==> config.mk <==
export PLATFORM = sky130hd
export DESIGN_NAME = gregorian_date_query
export DESIGN_NICKNAME = d
export VERILOG_FILES = /design/src/sv/gdq_pkg.sv /design/src/sv/gregorian_date_query.sv /design/src/sv/gdq_year_calc.sv
export SDC_FILE = /design/constraint.sdc
export NUM_CORES = 2
export LEC_CHECK = 0
export BUFFER_PORTS_ARGS = -buffer_cell sky130_fd_sc_hd__clkbuf_2
export CORE_UTILIZATION = 50
export CTS_CLUSTER_SIZE = 40
export DETAILED_ROUTE_END_ITERATION = 16
export PLACE_DENSITY = 0.66
export SYNTH_ARGS = -nofsm -noshare
export SYNTH_HDL_FRONTEND = slang
export SYNTH_SLANG_ARGS = --single-unit
==> constraint.sdc <==
create_clock -name clk -period 10 [get_ports clk]
set_input_delay 1 -clock clk [delete_from_list [all_inputs] [get_ports clk]]
set_output_delay 1 -clock clk [all_outputs]
set_load 0.05 [all_outputs]
==> src/sv/gdq_pkg.sv <==
// shared types, constants and calendar helper functions for the date query block
package gdq_pkg;

  localparam int YEAR_W  = 14;
  localparam int MONTH_W = 4;
  localparam int DAY_W   = 5;
  localparam int WD_W    = 3;
  localparam int FEST_W  = 4;
  localparam int DIFF_W  = 23;
  localparam int YD_W    = 23;
  localparam int DN_W    = 24;
  localparam int CUM_W   = 9;
  localparam int Q_W     = 8;

  localparam int CFG_IDX_W  = 2;
  localparam int CFG_DATA_W = 14;

  localparam logic [CFG_IDX_W-1:0] CFG_REF_YEAR  = 2'd0;
  localparam logic [CFG_IDX_W-1:0] CFG_REF_MONTH = 2'd1;
  localparam logic [CFG_IDX_W-1:0] CFG_REF_DAY   = 2'd2;

  localparam logic [YEAR_W-1:0]  YEAR_MIN      = 14'd1582;
  localparam logic [YEAR_W-1:0]  YEAR_MAX      = 14'd9999;
  localparam logic [YEAR_W-1:0]  REF_YEAR_RST  = 14'd2000;
  localparam logic [MONTH_W-1:0] REF_MONTH_RST = 4'd1;
  localparam logic [DAY_W-1:0]   REF_DAY_RST   = 5'd1;

  localparam int DIFF_LIMIT    = 3100000;
  localparam int CENTURY       = 100;
  localparam int DAYS_PER_YEAR = 365;

  // floor(y / 100) == (y * 5243) >> 19 for every 14-bit y
  localparam int RECIP_W     = 13;
  localparam int RECIP_100   = 5243;
  localparam int RECIP_SHIFT = 19;

  localparam int NUM_FESTIVALS = 14;
  localparam int FEST_SLOTS    = 32;

  localparam logic [MONTH_W-1:0] FEST_MONTH [FEST_SLOTS] = '{
    0: 4'd1, 1: 4'd2, 2: 4'd3, 3: 4'd3, 4: 4'd4, 5: 4'd5, 6: 4'd5,
    7: 4'd6, 8: 4'd7, 9: 4'd8, 10: 4'd9, 11: 4'd10, 12: 4'd12, 13: 4'd12,
    default: 4'd0
  };
  localparam logic [DAY_W-1:0] FEST_DAY [FEST_SLOTS] = '{
    0: 5'd1, 1: 5'd14, 2: 5'd8, 3: 5'd12, 4: 5'd1, 5: 5'd1, 6: 5'd4,
    7: 5'd1, 8: 5'd1, 9: 5'd1, 10: 5'd10, 11: 5'd1, 12: 5'd24, 13: 5'd25,
    default: 5'd0
  };

  typedef struct packed {
    logic a;
    logic b;
    logic c;
  } stage_en_t;

  function automatic logic [DAY_W-1:0] month_len(input logic [MONTH_W-1:0] m,
                                                 input logic leap);
    logic [DAY_W-1:0] len;
    len = '0;
    case (m) inside
      4'd1, 4'd3, 4'd5, 4'd7, 4'd8, 4'd10, 4'd12: len = 5'd31;
      4'd4, 4'd6, 4'd9, 4'd11:                    len = 5'd30;
      4'd2:                                       len = leap ? 5'd29 : 5'd28;
      default:                                    len = 5'd0;
    endcase
    return len;
  endfunction

  // days of the whole months before m; months past twelve count the full year
  function automatic logic [CUM_W-1:0] cum_days(input logic [MONTH_W-1:0] m,
                                                input logic leap);
    logic [CUM_W-1:0] cum;
    cum = '0;
    case (m) inside
      4'd0, 4'd1: cum = 9'd0;
      4'd2:       cum = 9'd31;
      4'd3:       cum = 9'd59;
      4'd4:       cum = 9'd90;
      4'd5:       cum = 9'd120;
      4'd6:       cum = 9'd151;
      4'd7:       cum = 9'd181;
      4'd8:       cum = 9'd212;
      4'd9:       cum = 9'd243;
      4'd10:      cum = 9'd273;
      4'd11:      cum = 9'd304;
      4'd12:      cum = 9'd334;
      default:    cum = 9'd365;
    endcase
    if (leap && (m >= 4'd3)) begin
      cum = cum + 9'd1;
    end
    return cum;
  endfunction

  function automatic logic signed [DN_W-1:0] day_number(input logic [YD_W-1:0] yd,
                                                        input logic [CUM_W-1:0] cum,
                                                        input logic [DAY_W-1:0] d);
    logic [DN_W-1:0] n;
    n = DN_W'(yd) + DN_W'(cum) + DN_W'(d) - DN_W'(1);
    return $signed(n);
  endfunction

  // first matching festival by table order, 0 if none
  function automatic logic [FEST_W-1:0] festival_of(input logic [MONTH_W-1:0] m,
                                                    input logic [DAY_W-1:0] d);
    logic [FEST_W-1:0] idx;
    idx = '0;
    for (int i = NUM_FESTIVALS - 1; i >= 0; i--) begin
      if (i < FEST_SLOTS) begin
        if ((FEST_MONTH[i] == m) && (FEST_DAY[i] == d)) begin
          idx = FEST_W'(i + 1);
        end
      end
    end
    return idx;
  endfunction

  // x mod 7 by folding octal digits, since 8 is 1 mod 7
  function automatic logic [WD_W-1:0] mod7(input logic [DN_W-1:0] x);
    logic [5:0] s1;
    logic [3:0] s2;
    logic [3:0] s3;
    s1 = '0;
    for (int i = 0; i < DN_W / 3; i++) begin
      s1 = s1 + 6'(x[3*i +: 3]);
    end
    s2 = 4'(s1[5:3]) + 4'(s1[2:0]);
    s3 = 4'(s2[3]) + 4'(s2[2:0]);
    if (s3 >= 4'd7) begin
      s3 = s3 - 4'd7;
    end
    return s3[WD_W-1:0];
  endfunction

endpackage

==> src/sv/gregorian_date_query.sv <==
// top level of the Gregorian date query pipeline
// Takes one date per cycle while the output side is not stalling and returns one result
// per date; a stall holds every stage full without loss. The six register stages are:
// input register, century quotient, leap rule, whole-year day count, month/day check
// with the day number, and the output register with weekday and the saturated
// difference to the reference date. The reference day number is rebuilt from the
// configuration registers by a second year pipeline and a register behind it, and is
// settled before any item accepted after a write reaches the stage that uses it.
// cfg_ready is always high.
module gregorian_date_query import gdq_pkg::*; (
  input  logic                     clk,
  input  logic                     rst_n,
  input  logic                     in_valid,
  output logic                     in_ready,
  input  logic [YEAR_W-1:0]        in_query_year,
  input  logic [MONTH_W-1:0]       in_query_month,
  input  logic [DAY_W-1:0]         in_query_day,
  output logic                     out_valid,
  input  logic                     out_ready,
  output logic                     out_date_valid,
  output logic [WD_W-1:0]          out_weekday,
  output logic [DAY_W-1:0]         out_month_length,
  output logic signed [DIFF_W-1:0] out_days_from_reference,
  output logic [FEST_W-1:0]        out_festival_index,
  input  logic                     cfg_valid,
  output logic                     cfg_ready,
  input  logic [CFG_IDX_W-1:0]     cfg_index,
  input  logic [CFG_DATA_W-1:0]    cfg_data
);

  // configuration
  logic [YEAR_W-1:0]  ref_year_r;
  logic [MONTH_W-1:0] ref_month_r;
  logic [DAY_W-1:0]   ref_day_r;

  // stage valid bits and load enables
  logic v1_r, v2_r, v3_r, v4_r, v5_r, v6_r;
  logic rdy1, rdy2, rdy3, rdy4, rdy5, rdy6;

  // item payload carried beside the year pipeline
  logic [YEAR_W-1:0]  y1_r;
  logic [MONTH_W-1:0] m1_r, m2_r, m3_r, m4_r;
  logic [DAY_W-1:0]   d1_r, d2_r, d3_r, d4_r;
  logic               yok2_r, yok3_r, yok4_r;
  logic               yok2_nxt;

  stage_en_t         item_en;
  stage_en_t         ref_en;
  logic              leap4;
  logic [YD_W-1:0]   yd4;
  logic              ref_leap;
  logic [YD_W-1:0]   ref_yd;

  logic [DAY_W-1:0]        len4;
  logic [CUM_W-1:0]        cum4;
  logic                    ok4;
  logic signed [DN_W-1:0]  n4;
  logic [FEST_W-1:0]       fest4;

  logic                    ok5_r;
  logic [DAY_W-1:0]        len5_r;
  logic [FEST_W-1:0]       fest5_r;
  logic signed [DN_W-1:0]  n5_r;

  logic signed [DN_W-1:0]  refn_r, refn_nxt;

  logic signed [DN_W-1:0]   diff5;
  logic signed [DIFF_W-1:0] diff_sat;
  logic [DN_W-1:0]          n5_plus1;
  logic [WD_W-1:0]          wd_nxt;

  logic                     ok6_r;
  logic [WD_W-1:0]          wd6_r;
  logic [DAY_W-1:0]         len6_r;
  logic signed [DIFF_W-1:0] diff6_r;
  logic [FEST_W-1:0]        fest6_r;

  // a stage loads when it is empty or its content moves on
  assign rdy6     = !v6_r || out_ready;
  assign rdy5     = !v5_r || rdy6;
  assign rdy4     = !v4_r || rdy5;
  assign rdy3     = !v3_r || rdy4;
  assign rdy2     = !v2_r || rdy3;
  assign rdy1     = !v1_r || rdy2;
  assign in_ready = rdy1;

  assign cfg_ready = 1'b1;

  always_ff @(posedge clk) begin
    if (!rst_n) begin
      ref_year_r  <= REF_YEAR_RST;
      ref_month_r <= REF_MONTH_RST;
      ref_day_r   <= REF_DAY_RST;
    end else if (cfg_valid && cfg_ready) begin
      unique case (cfg_index)
        CFG_REF_YEAR:  ref_year_r  <= cfg_data[YEAR_W-1:0];
        CFG_REF_MONTH: ref_month_r <= cfg_data[MONTH_W-1:0];
        CFG_REF_DAY:   ref_day_r   <= cfg_data[DAY_W-1:0];
        default: ;
      endcase
    end
  end

  always_ff @(posedge clk) begin
    if (!rst_n) begin
      v1_r <= 1'b0;
      v2_r <= 1'b0;
      v3_r <= 1'b0;
      v4_r <= 1'b0;
      v5_r <= 1'b0;
      v6_r <= 1'b0;
    end else begin
      if (rdy1) v1_r <= in_valid;
      if (rdy2) v2_r <= v1_r;
      if (rdy3) v3_r <= v2_r;
      if (rdy4) v4_r <= v3_r;
      if (rdy5) v5_r <= v4_r;
      if (rdy6) v6_r <= v5_r;
    end
  end

  assign yok2_nxt = (y1_r >= YEAR_MIN) && (y1_r <= YEAR_MAX);

  always_ff @(posedge clk) begin
    if (rdy1) begin
      y1_r <= in_query_year;
      m1_r <= in_query_month;
      d1_r <= in_query_day;
    end
    if (rdy2) begin
      m2_r   <= m1_r;
      d2_r   <= d1_r;
      yok2_r <= yok2_nxt;
    end
    if (rdy3) begin
      m3_r   <= m2_r;
      d3_r   <= d2_r;
      yok3_r <= yok2_r;
    end
    if (rdy4) begin
      m4_r   <= m3_r;
      d4_r   <= d3_r;
      yok4_r <= yok3_r;
    end
  end

  assign item_en = '{a: rdy2, b: rdy3, c: rdy4};
  assign ref_en  = '{a: 1'b1, b: 1'b1, c: 1'b1};

  gdq_year_calc u_item_year (
    .clk       (clk),
    .en        (item_en),
    .year      (y1_r),
    .leap      (leap4),
    .year_days (yd4)
  );

  // the reference path runs freely off the configuration registers
  gdq_year_calc u_ref_year (
    .clk       (clk),
    .en        (ref_en),
    .year      (ref_year_r),
    .leap      (ref_leap),
    .year_days (ref_yd)
  );

  assign refn_nxt = day_number(ref_yd, cum_days(ref_month_r, ref_leap), ref_day_r);

  always_ff @(posedge clk) begin
    refn_r <= refn_nxt;
  end

  // stage 5: month length, date check, festival and day number
  always_comb begin
    len4  = month_len(m4_r, leap4);
    cum4  = cum_days(m4_r, leap4);
    ok4   = yok4_r && (len4 != '0) && (d4_r != '0) && (d4_r <= len4);
    n4    = day_number(yd4, cum4, d4_r);
    fest4 = ok4 ? festival_of(m4_r, d4_r) : '0;
  end

  always_ff @(posedge clk) begin
    if (rdy5) begin
      ok5_r   <= ok4;
      len5_r  <= len4;
      fest5_r <= fest4;
      n5_r    <= n4;
    end
  end

  // stage 6: weekday from the day number, day 0 of year 1 being a Monday, and the saturated difference to the reference
  always_comb begin
    n5_plus1 = $unsigned(n5_r) + DN_W'(1);
    wd_nxt   = ok5_r ? mod7(n5_plus1) : '0;
    diff5    = n5_r - refn_r;
    if (!ok5_r) begin
      diff_sat = '0;
    end else if (diff5 > DN_W'(DIFF_LIMIT)) begin
      diff_sat = DIFF_W'(DIFF_LIMIT);
    end else if (diff5 < -DN_W'(DIFF_LIMIT)) begin
      diff_sat = -DIFF_W'(DIFF_LIMIT);
    end else begin
      diff_sat = diff5[DIFF_W-1:0];
    end
  end

  always_ff @(posedge clk) begin
    if (rdy6) begin
      ok6_r   <= ok5_r;
      wd6_r   <= wd_nxt;
      len6_r  <= len5_r;
      diff6_r <= diff_sat;
      fest6_r <= fest5_r;
    end
  end

  assign out_valid               = v6_r;
  assign out_date_valid          = ok6_r;
  assign out_weekday             = wd6_r;
  assign out_month_length        = len6_r;
  assign out_days_from_reference = diff6_r;
  assign out_festival_index      = fest6_r;

  a_invalid_zero: assert property (@(posedge clk) disable iff (!rst_n)
    out_valid && !out_date_valid |->
      (out_weekday == '0) && (out_days_from_reference == '0) && (out_festival_index == '0))
    else $error("invalid date result carries nonzero fields");

  a_valid_fields: assert property (@(posedge clk) disable iff (!rst_n)
    out_valid && out_date_valid |-> (out_month_length >= 5'd28) && (out_weekday <= 3'd6))
    else $error("valid date with bad month length or weekday");

  a_diff_bound: assert property (@(posedge clk) disable iff (!rst_n)
    out_valid |-> (out_days_from_reference <= DIFF_LIMIT) &&
                  (out_days_from_reference >= -DIFF_LIMIT))
    else $error("day difference outside saturation range");

  a_backpressure: assert property (@(posedge clk) disable iff (!rst_n)
    !in_ready |-> v1_r && v2_r && v3_r && v4_r && v5_r && v6_r && !out_ready)
    else $error("input stalled while the pipeline has room");

  a_stage5_hold: assert property (@(posedge clk) disable iff (!rst_n)
    v5_r && !rdy5 |=> v5_r && (n5_r == $past(n5_r)) && (ok5_r == $past(ok5_r)))
    else $error("stalled item changed in stage 5");

endmodule

==> src/sv/gdq_year_calc.sv <==
// three-stage pipeline giving the leap flag and the days of all whole years before a year
module gdq_year_calc import gdq_pkg::*; (
  input  logic              clk,
  input  stage_en_t         en,
  input  logic [YEAR_W-1:0] year,
  output logic              leap,
  output logic [YD_W-1:0]   year_days
);

  localparam int PROD_W = YEAR_W + RECIP_W;

  logic [YEAR_W-1:0] year_a_r;
  logic [Q_W-1:0]    q_a_r;
  logic [Q_W-1:0]    q_a_nxt;
  logic [PROD_W-1:0] prod;

  logic              leap_b_r, leap_b_nxt;
  logic [YEAR_W-1:0] yb_b_r, yb_b_nxt;
  logic [Q_W-1:0]    yb100_b_r, yb100_b_nxt;
  logic [YEAR_W-1:0] hund;
  logic [YEAR_W-1:0] rem;
  logic              rem_zero;
  logic              year_zero;

  logic              leap_c_r;
  logic [YD_W-1:0]   yd_c_r, yd_c_nxt;

  // stage a: century count by reciprocal multiply
  always_comb begin
    prod    = PROD_W'(year) * PROD_W'(RECIP_100);
    q_a_nxt = Q_W'(prod >> RECIP_SHIFT);
  end

  always_ff @(posedge clk) begin
    if (en.a) begin
      year_a_r <= year;
      q_a_r    <= q_a_nxt;
    end
  end

  // stage b: leap rule and the quotients of the year before
  always_comb begin
    hund        = YEAR_W'(q_a_r) * YEAR_W'(CENTURY);
    rem         = year_a_r - hund;
    rem_zero    = (rem == '0);
    year_zero   = (year_a_r == '0);
    leap_b_nxt  = ((year_a_r[1:0] == 2'b00) && !rem_zero) ||
                  (rem_zero && (q_a_r[1:0] == 2'b00));
    yb_b_nxt    = year_zero ? '0 : year_a_r - YEAR_W'(1);
    yb100_b_nxt = year_zero ? '0 : (rem_zero ? q_a_r - Q_W'(1) : q_a_r);
  end

  always_ff @(posedge clk) begin
    if (en.b) begin
      leap_b_r  <= leap_b_nxt;
      yb_b_r    <= yb_b_nxt;
      yb100_b_r <= yb100_b_nxt;
    end
  end

  // stage c: 365 per year plus the leap days
  always_comb begin
    yd_c_nxt = YD_W'(yb_b_r) * YD_W'(DAYS_PER_YEAR) + YD_W'(yb_b_r >> 2)
             - YD_W'(yb100_b_r) + YD_W'(yb100_b_r >> 2);
  end

  always_ff @(posedge clk) begin
    if (en.c) begin
      leap_c_r <= leap_b_r;
      yd_c_r   <= yd_c_nxt;
    end
  end

  assign leap      = leap_c_r;
  assign year_days = yd_c_r;

endmodule

==> results.md <==
* Root Buffer: clkbuf_16
* Mean post-synth cell area at 10.03 um2
* Largest net degree at the start of global routing at 35
* Xor and xnor area share after synthesis at between 4 and 5%
* CP max stage cell: fa_1
* Total wire length at 65.22 mm
* Crit path DAT at 7.13 ns
* Vias per cell at 5.141
* Max-slew headroom at 27.44%
* Ys async rst share at 0%
* Final Max Slew Viols at 0
* Hold_buf cts at 0
* Antenna diodes at 0
* Yosys cell types at 86
* Clock transition at the registers of the reported paths at 0.06 ns
* Number of synthesized flops with an enable pin at about 190
* CTS tree: done
* Die Y at 259.2 um
* Commonest non-fill, non-tap cell in the layout: inv_1
* DRC at 0
* Mapped Nets at 4,272
* Setup TNS at 0 ns
* Total CTS buffers at 38
* Hold WC Path Type: reg -> reg
* Status: completed
* Main combinational cell family by area after synthesis: adder cells
* Wirelength per Cell at approximately 15 um
* Hold Vio Cnt, Final at 0
* Share of cells above drive strength 1 at 5.663%
* Vias in the first global route at 22,144
* Post-DP HPWL at 55.13 mm
* Worst setup SP type: register
* Drt initial violations at ~900
* RSZ-0062 raised after global routing: false
* Antenna viol nets, final at 0
* H-tree Lvls at 2
* DRT met1 WL at 30.92 mm
* Highest routed metal layer: met4
* Gr usage total at between 20 and 25%
* Synthesized area at ~33,000 um2
* Die W at 259.2 um
* Clock sink count at 310
* Setup CP Type: reg -> reg
* Worst Tran Pin Value at approximately 1.1 ns
* First-pass GRT wire length at between 100 and 150 mm
* Final worst slack at 3.181 ns
* Synth Warn # at 0
* Post-cts resize count at 0
* Fmax at 0.1467 GHz
* Setup bufs post-CTS at 0
* Die ar. at 67,180 um2
* NumNets Final at 4,352
* CP required at 10.31 ns
* Num ports at 83
* Metal2 WL at 30.91 mm
* # rows at 93
* RePlAce Congestion at 0.8467
* CTS max path bufs at 3
* Initial Utilization at 50.94%
* Grt total ovfl at 0
* Commonest non-fill, non-tap cells in the layout: inv_1, ha_1, fa_1
* Via count at 21,916
* Finish-stage setup viols at 0
* Compound-Gate Fraction of Synth Area at 10.03%
* Post-synthesis sequential area ratio at 24.45%
* Ys flop type: edfxtp_1
* Core area at 64,930 um2
* Initial antenna violation count at 0
* Clock latency on the worst-skew pair at 0.57 ns
* P&R area growth vs syn at 7.801%
* Post-Synth Adder-Cell Area at 42.40%
* Crit-path max FO at 5
* Total iterations of the first detailed-routing run at 7
* Period Utilization, post-route at 68.19%
* CP max stage delay at 0.52 ns
* Minimum clock period at 6.819 ns
* Synth Area in Simple Gates at under 10%
* Port Buffers at 81
* Mapped Cells at 3,298
* Final worst clock skew at 0.02373 ns
* Number of max-cap violations at 0
* Met3 wire len at 2.149 mm
* Pre-CTS setup slack at 3.185 ns
* Mux cell area share after synthesis at 0.9231%
* Fill count at ~5,800
* Worst setup EP type: register
* Seq cells post-synth at 310
## layer usage
metal	up-vias	GRT usage, %
li1	11098	-
met1	10428	27.35
met2	317	34.57
met3	73	2.285
met4	0	4.526
met5	-	0
## cell usage after synthesis (5+ instances only)
cell         n  area share [%]
a2111oi_0    5            0.13
a211o_1     10            0.26
a211oi_1    22            0.50
a21boi_0    17            0.39
a21o_1      45             1.0
a21oi_1    130             2.0
a31o_1       9            0.24
a31o_2       5            0.13
a31oi_1     18            0.34
and2_1      10            0.19
and3_1      27            0.51
buf_2        6           0.091
clkbuf_1    37            0.42
dfxtp_1    122             7.4
edfxtp_1   188              17
fa_1       318              19
ha_1       612              23
inv_1      712             8.1
mux2_2      12            0.41
mux2i_1     17            0.51
nand2_1    154             1.7
nand2b_1    23            0.44
nand3_1     69             1.0
nand3b_1     9            0.20
nand4_1     16            0.30
nor2_1     156             1.8
nor2b_1     43            0.81
nor3_1      38            0.58
nor4_1      12            0.23
o2111ai_1    8            0.21
o211ai_1    15            0.34
o21a_1      34            0.77
o21ai_0     78             1.2
o21ai_1     10            0.15
o21bai_1    18            0.41
o22ai_1      5           0.095
o31ai_1     14            0.32
o41ai_1      7            0.19
or2_2        7            0.13
or3_1       13            0.25
or4_1        5            0.11
xnor2_1    110             2.9
xor2_1      62             1.6
## through the flow
step           area [um2]  cells  util, %  hold WS [ns]
4_1_cts             35650   4263    54.91        0.3311
5_1_grt             35650   4263    54.91        0.3374
3_3_place_gp        34390   4193    52.96        0.3128
2_1_floorplan       33070   3298        -        0.3096
3_5_place_dp        34390   4193    52.96        0.3157
6_report            35650   4263    54.91        0.3338
## flip-flops by register name (all words and copies together) (netlist names), 5 cells and up
name                     flops
out_days_from_reference     23
ref_year_r                  14
u_item_year.yb100_b_r        8
u_ref_year.year_days        23
u_item_year.year_days       23
d1_r                         5
d2_r                         5
u_ref_year.yb_b_r           14
y1_r                        14
u_ref_year.yb100_b_r         8
u_ref_year.year_a_r         14
d3_r                         5
u_item_year.year_a_r        14
u_ref_year.q_a_r             8
u_item_year.q_a_r            8
refn_r                      24
d4_r                         5
u_item_year.yb_b_r          14
ref_day_r                    5
n5_r                        24
## critical path: cells and delay by family (launching register included)
kind            cells  cell delay (ns)
simple gates        8             1.14
fa+ha+maj          10             3.62
mux                 1             0.24
xor+xnor            2             0.44
flops               1             0.43
compound gates      4             0.69
## logic make-up after synthesis
group / Yosys count
AOI/OAI and AO/OA: 493
xor gates and xnor gates: 172
adders and majority gates: 930
buffers and inverters: 762
DFF: 310
muxes: 29
other: 1
and+or+nand+nor: 601
## path summary, 6_finish.rpt
| kind | start | to | slack, ns | depth (start not counted) |
|---|---|---|---|---|
| hold reg to reg | u_ref_year.leap_b_r$_DFF_P_ | u_ref_year.leap$_DFF_P_ | 0.33 | 0 |
| hold / removal | u_ref_year.leap_b_r$_DFF_P_ | u_ref_year.leap$_DFF_P_ | 0.33 | 0 |
| setup reg to reg | n5_r[3]$_DFFE_PP_ | out_weekday[1]$_SDFFCE_PN0P_ | 3.18 | 25 |
| setup / recovery | n5_r[3]$_DFFE_PP_ | out_weekday[1]$_SDFFCE_PN0P_ | 3.18 | 25 |
## cell type report
cell class / count / area, um2 / share of cell area [%]
Sequential cell: 310 / 8088 / 22.68
Multi-Input combinational cell: 2226 / 22080 / 61.94
Clock buffer: 47 / 1046 / 2.934
Timing Repair Buffer: 90 / 473.0 / 1.327
Clock inverter: 23 / 221.5 / 0.6212
Inverter: 712 / 2673 / 7.496
Tap cell: 855 / 1070 / 3.001
Power is left out: the tool's default activity adds up to more than one toggle a clock period on the data nets, which glitch-free logic cannot reach.
